===== config.mk =====
export PLATFORM = sky130hd
export DESIGN_NAME = ignition_relay_sequencer_top
export DESIGN_NICKNAME = d
export VERILOG_FILES = /design/src/rtl/core/irs_pkg.sv /design/src/rtl/core/ignition_relay_sequencer_top.sv /design/src/rtl/core/irs_core.sv
export SDC_FILE = /design/constraint.sdc
export NUM_CORES = 1
export LEC_CHECK = 0
export BUFFER_PORTS_ARGS = -buffer_cell sky130_fd_sc_hd__buf_2
export CAP_MARGIN = 20
export CORE_MARGIN = 4
export CORE_UTILIZATION = 45
export DETAILED_ROUTE_END_ITERATION = 6
export SETUP_SLACK_MARGIN = 0.05
export SLEW_MARGIN = 20
export SYNTH_ARGS = -nofsm -noshare
export SYNTH_HDL_FRONTEND = slang
export SYNTH_SLANG_ARGS = --single-unit

===== constraint.sdc =====
create_clock -name clk -period 9 [get_ports clk]
set_input_delay 0.9 -clock clk [delete_from_list [all_inputs] [get_ports clk]]
set_output_delay 0.9 -clock clk [all_outputs]
set_load 0.01 [all_outputs]

===== src/rtl/core/irs_pkg.sv =====
// Shared types, constants and helper functions for the ignition relay sequencer.
package irs_pkg;

    localparam int unsigned CFG_DATA_W = 16;
    localparam int unsigned CFG_IDX_W  = 2;
    localparam int unsigned PROD_W     = 23;

    typedef enum logic [CFG_IDX_W-1:0] {
        CFG_PEDAL_THRESHOLD = 2'd0,
        CFG_PRECHARGE_TICKS = 2'd1,
        CFG_PASS_TICKS      = 2'd2
    } cfg_index_t;

    localparam logic [6:0]  RST_PEDAL_THRESHOLD = 7'd5;
    localparam logic [15:0] RST_PRECHARGE_TICKS = 16'd5000;
    localparam logic [15:0] RST_PASS_TICKS      = 16'd100;

    typedef enum logic [2:0] {
        IGN_OFF         = 3'd0,
        IGN_ARRAY       = 3'd1,
        IGN_MOTOR_START = 3'd2,
        IGN_MOTOR_OFF   = 3'd3,
        IGN_MOTOR_RUN   = 3'd4
    } ign_state_t;

    // relay bit positions
    localparam int unsigned RL_APRE = 0;
    localparam int unsigned RL_ACON = 1;
    localparam int unsigned RL_MPRE = 2;
    localparam int unsigned RL_MCON = 3;

    typedef struct packed {
        logic [15:0] brake_reading;
        logic [15:0] regen_reading;
        logic        array_switch;
        logic        motor_switch;
    } in_req_t;

    typedef struct packed {
        logic       array_precharge_on;
        logic       array_contactor_on;
        logic       motor_precharge_on;
        logic       motor_contactor_on;
        logic       brake_light_level;
        logic       cruise_cancel;
        logic [2:0] ignition_mode;
    } out_req_t;

    typedef struct packed {
        logic [6:0]  pedal_threshold;
        logic [15:0] precharge_ticks;
        logic [15:0] pass_ticks;
    } cfg_t;

    // reading*100 > threshold*65535
    function automatic logic pedal_pressed(input logic [15:0] reading,
                                           input logic [6:0] thr);
        logic [PROD_W-1:0] lhs;
        logic [PROD_W-1:0] rhs;
        lhs = PROD_W'(reading) * PROD_W'(100);
        rhs = {thr, 16'b0} - PROD_W'(thr);
        return lhs > rhs;
    endfunction

    // switch level 0 means selected; later rules win
    function automatic ign_state_t ign_transition(input ign_state_t s,
                                                  input logic arr,
                                                  input logic mot);
        ign_state_t n;
        n = s;
        unique case (s)
            IGN_OFF:
            begin
                n = arr ? IGN_OFF : IGN_ARRAY;
            end
            IGN_ARRAY:
            begin
                if (!mot) n = IGN_MOTOR_START;
                if (!arr) n = IGN_MOTOR_OFF;
                if (mot && arr) n = IGN_OFF;
            end
            IGN_MOTOR_START:
            begin
                n = mot ? IGN_MOTOR_OFF : IGN_MOTOR_RUN;
            end
            IGN_MOTOR_OFF:
            begin
                if (!mot) n = IGN_MOTOR_START;
                if (arr && mot) n = IGN_OFF;
            end
            IGN_MOTOR_RUN:
            begin
                if (mot && !arr) n = IGN_MOTOR_OFF;
            end
            default:
            begin
                n = IGN_OFF;
            end
        endcase
        return n;
    endfunction

endpackage


===== src/rtl/core/ignition_relay_sequencer_top.sv =====
// Ignition relay sequencer top level: config registers, tick handshake, result register.
//
// Usage: each request on the in channel is one millisecond tick carrying brake and
// regen readings and the array/motor key switch levels. Each tick produces exactly
// one request on the out channel with the relay levels, brake light, cruise cancel
// pulse and ignition mode after that tick's update.
// Output: the result is registered and is valid in the cycle after the tick is accepted.
// Throughput: one tick per cycle while out_ready is high; the state update is a single
// pass of counter decrement, pedal compare and mode transition feeding the result register.
// Stall: in_ready stays high while the result register is empty or being taken, so
// a held result blocks new ticks only while out_ready is low.
// Reset: rst_n clears the mode to off, the relays, the wait counter and the
// pending flags, and loads threshold 5, precharge 5000 and pass spacing 100.
// Configuration writes via cfg_wr_en/cfg_index/cfg_data take effect at once,
// indexes above 2 are ignored; write only while no tick is in flight.
module ignition_relay_sequencer_top
    import irs_pkg::*;
#(
    parameter int unsigned COUNT_WIDTH = 16
)
(
    input  logic                  clk,
    input  logic                  rst_n,
    input  logic                  cfg_wr_en,
    input  logic [CFG_IDX_W-1:0]  cfg_index,
    input  logic [CFG_DATA_W-1:0] cfg_data,
    input  logic                  in_valid,
    output logic                  in_ready,
    input  in_req_t               in_data,
    output logic                  out_valid,
    input  logic                  out_ready,
    output out_req_t              out_data
);

    cfg_t     cfg_reg;
    logic     out_valid_reg;
    out_req_t out_data_reg;
    out_req_t core_result;
    logic     step;

    assign in_ready  = !out_valid_reg || out_ready;
    assign step      = in_valid && in_ready;
    assign out_valid = out_valid_reg;
    assign out_data  = out_data_reg;

    irs_core #(
        .COUNT_WIDTH (COUNT_WIDTH)
    ) u_core (
        .clk    (clk),
        .rst_n  (rst_n),
        .step   (step),
        .tick   (in_data),
        .cfg    (cfg_reg),
        .result (core_result)
    );

    always_ff @(posedge clk or negedge rst_n)
    begin
        if (!rst_n)
        begin
            cfg_reg.pedal_threshold <= RST_PEDAL_THRESHOLD;
            cfg_reg.precharge_ticks <= RST_PRECHARGE_TICKS;
            cfg_reg.pass_ticks      <= RST_PASS_TICKS;
        end
        else if (cfg_wr_en)
        begin
            unique case (cfg_index_t'(cfg_index))
                CFG_PEDAL_THRESHOLD: cfg_reg.pedal_threshold <= cfg_data[6:0];
                CFG_PRECHARGE_TICKS: cfg_reg.precharge_ticks <= cfg_data;
                CFG_PASS_TICKS:      cfg_reg.pass_ticks      <= cfg_data;
                default:             cfg_reg                 <= cfg_reg;
            endcase
        end
    end

    always_ff @(posedge clk or negedge rst_n)
    begin
        if (!rst_n)
            out_valid_reg <= 1'b0;
        else if (in_ready)
            out_valid_reg <= in_valid;
    end

    always_ff @(posedge clk)
    begin
        if (step)
            out_data_reg <= core_result;
    end

endmodule


===== src/rtl/core/irs_core.sv =====
// Ignition state, wait counter and relay state, advanced by one tick request.
module irs_core
    import irs_pkg::*;
#(
    parameter int unsigned COUNT_WIDTH = 16
)
(
    input  logic     clk,
    input  logic     rst_n,
    input  logic     step,
    input  in_req_t  tick,
    input  cfg_t     cfg,
    output out_req_t result
);

    localparam logic [COUNT_WIDTH-1:0] CNT_MAX = '1;

    ign_state_t             state_reg, state_next;
    logic [COUNT_WIDTH-1:0] wait_cnt_reg, wait_cnt_next;
    logic                   pending_reg, pending_next;
    logic                   pend_motor_reg, pend_motor_next;
    logic [3:0]             relay_reg, relay_next;
    logic                   brake_light_reg, brake_light_next;
    logic                   cancel;
    logic                   tick_event;
    ign_state_t             eval_state;
    logic [COUNT_WIDTH-1:0] pass_load;
    logic [COUNT_WIDTH-1:0] pre_load;
    logic                   pressed;

    function automatic logic [COUNT_WIDTH-1:0] sat_load(input logic [15:0] v);
        logic [32:0] ext_v;
        logic [32:0] ext_max;
        ext_v   = 33'(v);
        ext_max = 33'(CNT_MAX);
        return (ext_v > ext_max) ? CNT_MAX : COUNT_WIDTH'(v);
    endfunction

    assign pass_load  = sat_load(cfg.pass_ticks);
    assign pre_load   = sat_load(cfg.precharge_ticks);
    assign tick_event = (wait_cnt_reg == '0) || (wait_cnt_reg == COUNT_WIDTH'(1));
    assign eval_state = ign_transition(state_reg, tick.array_switch, tick.motor_switch);
    assign pressed    = pedal_pressed(tick.regen_reading, cfg.pedal_threshold)
                     || pedal_pressed(tick.brake_reading, cfg.pedal_threshold);

    // next state: mode, counter, pending flags
    always_comb
    begin
        state_next      = state_reg;
        pending_next    = pending_reg;
        pend_motor_next = pend_motor_reg;
        wait_cnt_next   = (wait_cnt_reg != '0) ? wait_cnt_reg - COUNT_WIDTH'(1) : wait_cnt_reg;
        if (tick_event)
        begin
            if (pending_reg)
            begin
                pending_next  = 1'b0;
                state_next    = eval_state;
                wait_cnt_next = pass_load;
            end
            else
            begin
                unique case (state_reg)
                    IGN_ARRAY, IGN_MOTOR_START:
                    begin
                        pend_motor_next = (state_reg == IGN_MOTOR_START);
                        pending_next    = 1'b1;
                        wait_cnt_next   = pre_load;
                    end
                    default:
                    begin
                        state_next    = eval_state;
                        wait_cnt_next = pass_load;
                    end
                endcase
            end
        end
    end

    // outputs: relays, brake light, cruise cancel
    always_comb
    begin
        relay_next       = relay_reg;
        brake_light_next = brake_light_reg;
        cancel           = 1'b0;
        if (tick_event)
        begin
            if (pending_reg)
            begin
                if (pend_motor_reg)
                    relay_next[RL_MCON] = 1'b1;
                else
                    relay_next[RL_ACON] = 1'b1;
            end
            else
            begin
                brake_light_next = !pressed;
                cancel           = pressed;
                unique case (state_reg)
                    IGN_OFF:
                    begin
                        relay_next[RL_APRE] = 1'b0;
                        relay_next[RL_ACON] = 1'b0;
                    end
                    IGN_ARRAY:
                    begin
                        relay_next[RL_APRE] = 1'b1;
                    end
                    IGN_MOTOR_START:
                    begin
                        relay_next[RL_MPRE] = 1'b1;
                    end
                    IGN_MOTOR_OFF:
                    begin
                        relay_next[RL_MPRE] = 1'b0;
                        relay_next[RL_MCON] = 1'b0;
                    end
                    default:
                    begin
                        relay_next = relay_reg;
                    end
                endcase
            end
        end
    end

    always_comb
    begin
        result.array_precharge_on = relay_next[RL_APRE];
        result.array_contactor_on = relay_next[RL_ACON];
        result.motor_precharge_on = relay_next[RL_MPRE];
        result.motor_contactor_on = relay_next[RL_MCON];
        result.brake_light_level  = brake_light_next;
        result.cruise_cancel      = cancel;
        result.ignition_mode      = state_next;
    end

    always_ff @(posedge clk or negedge rst_n)
    begin
        if (!rst_n)
        begin
            state_reg       <= IGN_OFF;
            wait_cnt_reg    <= '0;
            pending_reg     <= 1'b0;
            pend_motor_reg  <= 1'b0;
            relay_reg       <= '0;
            brake_light_reg <= 1'b0;
        end
        else if (step)
        begin
            state_reg       <= state_next;
            wait_cnt_reg    <= wait_cnt_next;
            pending_reg     <= pending_next;
            pend_motor_reg  <= pend_motor_next;
            relay_reg       <= relay_next;
            brake_light_reg <= brake_light_next;
        end
    end

endmodule

==> impl_metrics.json, run 1 <==
{
  "setup_violations": 0,
  "track_usage_pct": 17.28,
  "yosysMostFrequentCell": "ha_1",
  "drt-wirelength-per-cell_um": 14.36,
  "tns_ns": 0,
  "synth_top_family_by_area": "adder cells",
  "worst_slew_pin_slew_ns": 0.9314,
  "cts_max_level": 3,
  "grt_pass1_vias": 5891,
  "vias_per_cell": 5.326,
  "ant_nets": 0,
  "syn_area_per_cell_um2": 9.500,
  "startpoint_type": "input port",
  "drt-initial-drc-count": 268,
  "peakVddDrop_mv": 0.1036,
  "area_growth_pct": 10.16,
  "clk_path_buf_depth": 2,
  "place_inst": 1105,
  "min_period_ns": 5.452,
  "synth_common_cells": "ha_1, inv_1, a21oi_1, dfrtp_1, nor2_1",
  "p_per_area_nw_per_um2": 194.9,
  "finalNetCount": 1122,
  "clkTransAtPathRegs_ns": 0.05,
  "hold_viol": 0,
  "ys_ff_latch": 75,
  "synth.cell_area_um2": 7856,
  "synth_top_area_share_pct": 24.21,
  "die-height_um": 140.1,
  "r2r-end": "out_data[3]$_SDFFCE_PP0P_",
  "reg2reg_from": "cfg_reg[32]$_DFFE_PN1P_",
  "portBuffers": 67,
  "synth_warnings": 0,
  "antenna_found_initial": 0,
  "p_leak_nw": 4.446,
  "hold_buffers": 0,
  "synth_edf_count": 9,
  "cts_tree": "built",
  "finalClockSkew_ns": 0.005294,
  "crit_arrival_ns": 5.62,
  "clkLatencyLatePin_ns": 0.33,
  "grt_first_pass_wirelength_mm": 28.42,
  "post_cts_resized": 0,
  "critical_path.max_fanout": 5,
  "min-delay-start": "u_core.relay_reg[2]$_DFFE_PN0P_",
  "drv_cap": 0,
  "syn_inst": 827,
  "grt_max_degree": 67,
  "worst_hold_path.endpoint": "u_core.relay_reg[2]$_DFFE_PN0P_",
  "start_util_pct": 45.74,
  "finalNonFillerCells": 1121,
  "rsz0062_at_grt": "no",
  "io_pins": 68,
  "crit_path_end_kind": "register",
  "yosys.area_share.simple_pct": 11.34,
  "dp_slack_ns": 3.255,
  "rows": 48,
  "synth.distinct_cells": 68,
  "largest_register_ffs": 39,
  "slew_viol_final": 0,
  "status": "finished clean",
  "numCtsBuffers": 9,
  "max_slew_margin_pct": 37.72,
  "synth_top_cell_by_area": "ha_1",
  "drive_above_1_share_pct": 17.30,
  "synth_seq_area_share_pct": 24.62,
  "first_pass_iters": 5,
  "holdWs_ns": 0.4760,
  "grt_overflow": 0,
  "r2r.worst_path.cells": 15,
  "vias": 5971,
  "cp.required_ns": 9.17,
  "post_cts_buffers": 0,
  "synth_adder_area_share_pct": 29.81,
  "synth_compound_area_share_pct": 16.12,
  "cts_sinks": 75,
  "whs_path_depth": 2,
  "worst_slack_ns": 3.548,
  "crit_type": "in2reg",
  "synth_nets": 1058,
  "dp_hpwl_mm": 13.01,
  "gp_congestion": 0.8187,
  "diodes": 0,
  "ys.flop_type": "dfrtp_1",
  "fmax_mhz": 183.4,
  "hold_path.class": "reg2reg",
  "muxShareOfSynthArea_pct": 7.533,
  "clock-root-buffer": "clkbuf_16",
  "die_x_um": 140.1,
  "core_um2": 17180,
  "synth_area_leaders": "ha_1, dfrtp_1, mux2_2, fa_1, inv_1",
  "async_flop_share_pct": 88.00,
  "reg2reg_slack_ns": 5.17,
  "wl_mm": 16.10,
  "fin_crit_sh_pct": 60.58,
  "synthXorXnorAreaFrac_pct": 4.013,
  "drc_errors": 0,
  "die_area_um2": 19640
}
==> critical path, cell delays in order <==
cell	delay [ns]
buf_2	0.12
ha_1	0.29
ha_1	0.28
inv_1	0.05
fa_1	0.49
inv_1	0.04
ha_1	0.35
a21oi_1	0.15
nor2b_1	0.06
a311oi_1	0.36
a21oi_1	0.21
a31oi_1	0.31
o31ai_1	0.13
xor2_1	0.15
ha_1	0.31
and3_1	0.18
nand4_1	0.15
a2111oi_0	0.47
nor3_1	0.12
o22ai_1	0.29
nor3b_1	0.21
==> worst max path at each step <==
stage / from / end / slack, ns / cells past startpoint
2_1_floorplan: in_data[5] / out_data[3]$_SDFFCE_PP0P_ / 3.85 / 21
3_3_place_gp: in_data[6] / out_data[3]$_SDFFCE_PP0P_ / 3.39 / 22
3_5_place_dp: in_data[5] / out_data[3]$_SDFFCE_PP0P_ / 3.25 / 21
4_1_cts: in_data[5] / out_data[3]$_SDFFCE_PP0P_ / 3.59 / 21
5_1_grt: in_data[5] / out_data[3]$_SDFFCE_PP0P_ / 2.96 / 21
6_report: in_data[5] / out_data[3]$_SDFFCE_PP0P_ / 3.55 / 21
==> kinds of logic (layout without fill, tap and decap cells) <==
kind of cell	count (synthesis)	in the layout
and+or+nand+nor	168	168
xor gates and xnor gates	36	36
muxes	54	54
DFF	75	75
buffers and inverters	126	195
AOI/OAI and AO/OA	194	194
adders and majority gates	174	174
==> report_power, final <==
group	leakage, nW	switching [mW]	internal [mW]	total, mW
clock	0.137	0.138	0.187	0.325
combinational	3.44	0.478	0.390	0.868
sequential	0.869	0.0735	0.420	0.493
total	4.45	0.690	0.997	1.69
==> metal layers <==
metal | vias up | track usage (%) | routed length, um
met4 | 0 | 2.601 | 111
met2 | 108 | 24.28 | 6488
met5 | - | 0 | 0
met3 | 8 | 3.039 | 710
li1 | 3082 | - | -
met1 | 2773 | 27.99 | 8789
==> cell type report <==
class	instances	area [um2]
Timing Repair Buffer	69	350.3
Sequential cell	75	1934
Clock inverter	6	40.04
Fill cell	1702	8522
Clock buffer	10	229.0
Tap cell	225	281.5
Inverter	110	412.9
Multi-Input combinational cell	626	5406
==> stage by stage <==
stage	area (um2)	power [mW]	util [%]
floorplan	7856	1.158	-
global placement	8386	1.357	48.82
detailed placement	8386	1.365	48.82
CTS	8655	1.703	50.39
global route	8655	1.867	50.39
finish	8655	1.687	50.39
==> placed cells by master, fill, tap and decap left out, drive strengths merged, types with 4 or more instances in the layout <==
cell type | Yosys | routed
ha | 152 | 152
inv | 110 | 113
buf | 5 | 69
a21oi | 62 | 62
dfrtp | 56 | 56
nor2 | 46 | 46
mux2 | 41 | 41
o21ai | 40 | 40
nand2 | 39 | 39
a21o | 22 | 22
xnor2 | 22 | 22
fa | 22 | 22
nor3 | 17 | 17
nand3 | 15 | 15
xor2 | 14 | 14
mux2i | 13 | 13
nor2b | 11 | 11
o31ai | 11 | 11
dfstp | 10 | 10
clkbuf | 11 | 10
nand4 | 9 | 9
edfxtp | 9 | 9
and3 | 8 | 8
a31oi | 7 | 7
o22a | 7 | 7
o21a | 6 | 6
a22oi | 6 | 6
nand2b | 5 | 5
nand3b | 5 | 5
nor4 | 5 | 5
a211oi | 4 | 4
(Power assumes the default switching activity.)
==> run 2: changes to the inputs <==
- ABC_AREA: default -> 1
- clock period: 9 -> 5.3 ns (I/O delays scaled with it)
==> impl_metrics.json, run 2 <==
{
  "status": "finished clean",
  "track_usage_pct": 17.86,
  "synth.cell_area_um2": 8284,
  "synth_edf_count": 9,
  "grt_first_pass_wirelength_mm": 30.14,
  "grt_max_degree": 67,
  "mostFrequentLayoutCell": "nand2_1",
  "clkLatencyLatePin_ns": 0.34,
  "drv_cap": 0,
  "core_um2": 18020,
  "die-height_um": 143.7,
  "die_x_um": 143.7,
  "final_cell_mix": "nand2_1, inv_1, ha_1, nor2_1, buf_2",
  "area_growth_pct": 10.41,
  "numCtsBuffers": 9,
  "p_leak_nw": 5.093,
  "dp_slack_ns": 0.7783,
  "wl_mm": 17.78,
  "ys_ff_latch": 75,
  "post_cts_resized": 0,
  "finalNonFillerCells": 1398,
  "clkTransAtPathRegs_ns": 0.06,
  "critical_path.max_fanout": 4,
  "drt-wirelength-per-cell_um": 12.72,
  "io_pins": 68,
  "start_util_pct": 45.96,
  "slew_viol_final": 0,
  "crit_path_end_kind": "register",
  "async_flop_share_pct": 88.00,
  "diodes": 0,
  "crit_type": "in2reg",
  "met1_length_mm": 9.842,
  "cts_tree": "built",
  "ys.flop_type": "dfrtp_1",
  "power_mw": 3.025,
  "gp_congestion": 0.8825,
  "largest_register_ffs": 39,
  "worst_slack_ns": 1.137,
  "holdWs_ns": 0.3704,
  "rsz0062_at_grt": "no",
  "p_per_area_nw_per_um2": 330.8,
  "worst_slew_pin_slew_ns": 0.9935,
  "routed-wl-met3_um": 604,
  "cts_sinks": 75,
  "clock-root-buffer": "clkbuf_16",
  "clk_path_buf_depth": 2,
  "peakVddDrop_mv": 0.2012,
  "die_area_um2": 20640,
  "synth_warnings": 0,
  "grt_pass1_vias": 6396,
  "antenna_found_initial": 0,
  "grt_overflow": 0,
  "final_core_util_pct": 50.74,
  "portBuffers": 67,
  "setup_violations": 0,
  "met2WireLength_mm": 7.215,
  "fin_area_um2": 9146,
  "first_pass_iters": 5,
  "hold_buffers": 0,
  "crit_arrival_ns": 4.25,
  "finalNetCount": 1395,
  "synth_common_cells": "nand2_1, inv_1, ha_1, nor2_1, o21ai_0",
  "drt-initial-drc-count": 265,
  "rows": 49,
  "min_period_ns": 4.163,
  "post_cts_buffers": 0,
  "yosysMostFrequentCell": "nand2_1",
  "synth_top_area_share_pct": 22.96,
  "synth_seq_area_share_pct": 23.35,
  "syn_inst": 1101,
  "vias": 6841,
  "synth_top_cell_by_area": "ha_1",
  "place_area_um2": 8822,
  "drc_errors": 0,
  "hold_path.class": "in2async",
  "r2r.worst_path.cells": 18,
  "startpoint_type": "input port",
  "nFillCells": 1837,
  "tns_ns": 0,
  "finalClockSkew_ns": 0.005342,
  "synth_nets": 1332,
  "cp.required_ns": 5.39,
  "max_slew_margin_pct": 33.69,
  "syn_area_per_cell_um2": 7.524,
  "place_inst": 1382,
  "fmax_mhz": 240.2,
  "ant_nets": 0,
  "fin_crit_sh_pct": 78.55,
  "synth_area_leaders": "ha_1, dfrtp_1, nand2_1, inv_1, fa_1",
  "maxUsedRoutingLayer": "met4",
  "synth.distinct_cells": 49,
  "drive_above_1_share_pct": 11.12,
  "cts_max_level": 3,
  "vias_per_cell": 4.893,
  "dp_hpwl_mm": 14.58,
  "hold_viol": 0
}
## run 2: cell types whose count changed after synthesis, moves of 8 or more
cell,change
nand2_1,+244
a21o_1,-17
o31ai_1,-8
xnor2_1,-13
mux2i_1,-13
nor2b_1,-11
a21oi_1,-13
xor2_1,+18
o21ai_0,+28
mux2_2,-41
inv_1,+78
o21ai_1,+8
nor2_1,+25
nand3_1,+36
## run 2: cells by family after synthesis
group / Yosys count / synth area share [%]
xor gates and xnor gates: 41 / 4.335
adders and majority gates: 174 / 28.27
and+or+nand+nor: 439 / 23.03
DFF: 75 / 23.35
AOI/OAI and AO/OA: 161 / 11.07
buffers and inverters: 211 / 9.938
## run 2: layer usage
metal | up-vias | GRT usage [%]
met5 | - | 0
li1 | 3672 | -
met1 | 3064 | 27.98
met2 | 94 | 26.36
met4 | 0 | 2.676
met3 | 11 | 2.795
## run 2: path summary, 6_finish.rpt
path / from / to / slack [ns]
worst max register to register: cfg_reg[32]$_DFFE_PN1P_ / out_data[4]$_DFFE_PP_ / 2.03
min in group clk: cfg_data[12] / cfg_reg[28]$_DFFE_PN1P_ / 0.44
worst min-delay path: rst_n / out_valid$_DFFE_PN0N_ / 0.37
max in group asynchronous: rst_n / u_core.wait_cnt_reg[0]$_DFFE_PN0P_ / 4.34
worst max-delay path: in_data[22] / out_data[4]$_DFFE_PP_ / 1.14
worst min register to register: u_core.relay_reg[0]$_DFFE_PN0P_ / u_core.relay_reg[0]$_DFFE_PN0P_ / 0.48
## run 2: critical path, stage by stage
cell      delay, ns
buf_2          0.12
ha_1           0.30
ha_1           0.28
inv_1          0.05
fa_1           0.49
inv_1          0.04
ha_1           0.34
a21oi_1        0.18
a21boi_0       0.39
o21ai_0        0.19
nand3_1        0.11
nand2_1        0.06
xor2_1         0.16
ha_1           0.29
nand2_1        0.05
nor2_1         0.08
nand2_1        0.08
nor2_1         0.10
nand2_1        0.05
nand3_1        0.07
nand2_1        0.09
a21oi_2        0.15
nor2_1         0.05
## run 2: cell type report
type	count	area, um2	area share, %
Inverter	195	732.0	8.003
Tap cell	229	286.5	3.133
Clock buffer	12	267.8	2.927
Clock inverter	4	46.29	0.5062
Timing Repair Buffer	68	342.8	3.748
Multi-Input combinational cell	815	5537	60.53
Sequential cell	75	1934	21.15
## run 2: report_power, final
part	switching, mW	total (mW)	internal, mW	leakage, nW
combinational	0.972	1.58	0.606	4.05
clock	0.232	0.636	0.405	0.158
sequential	0.110	0.811	0.701	0.888
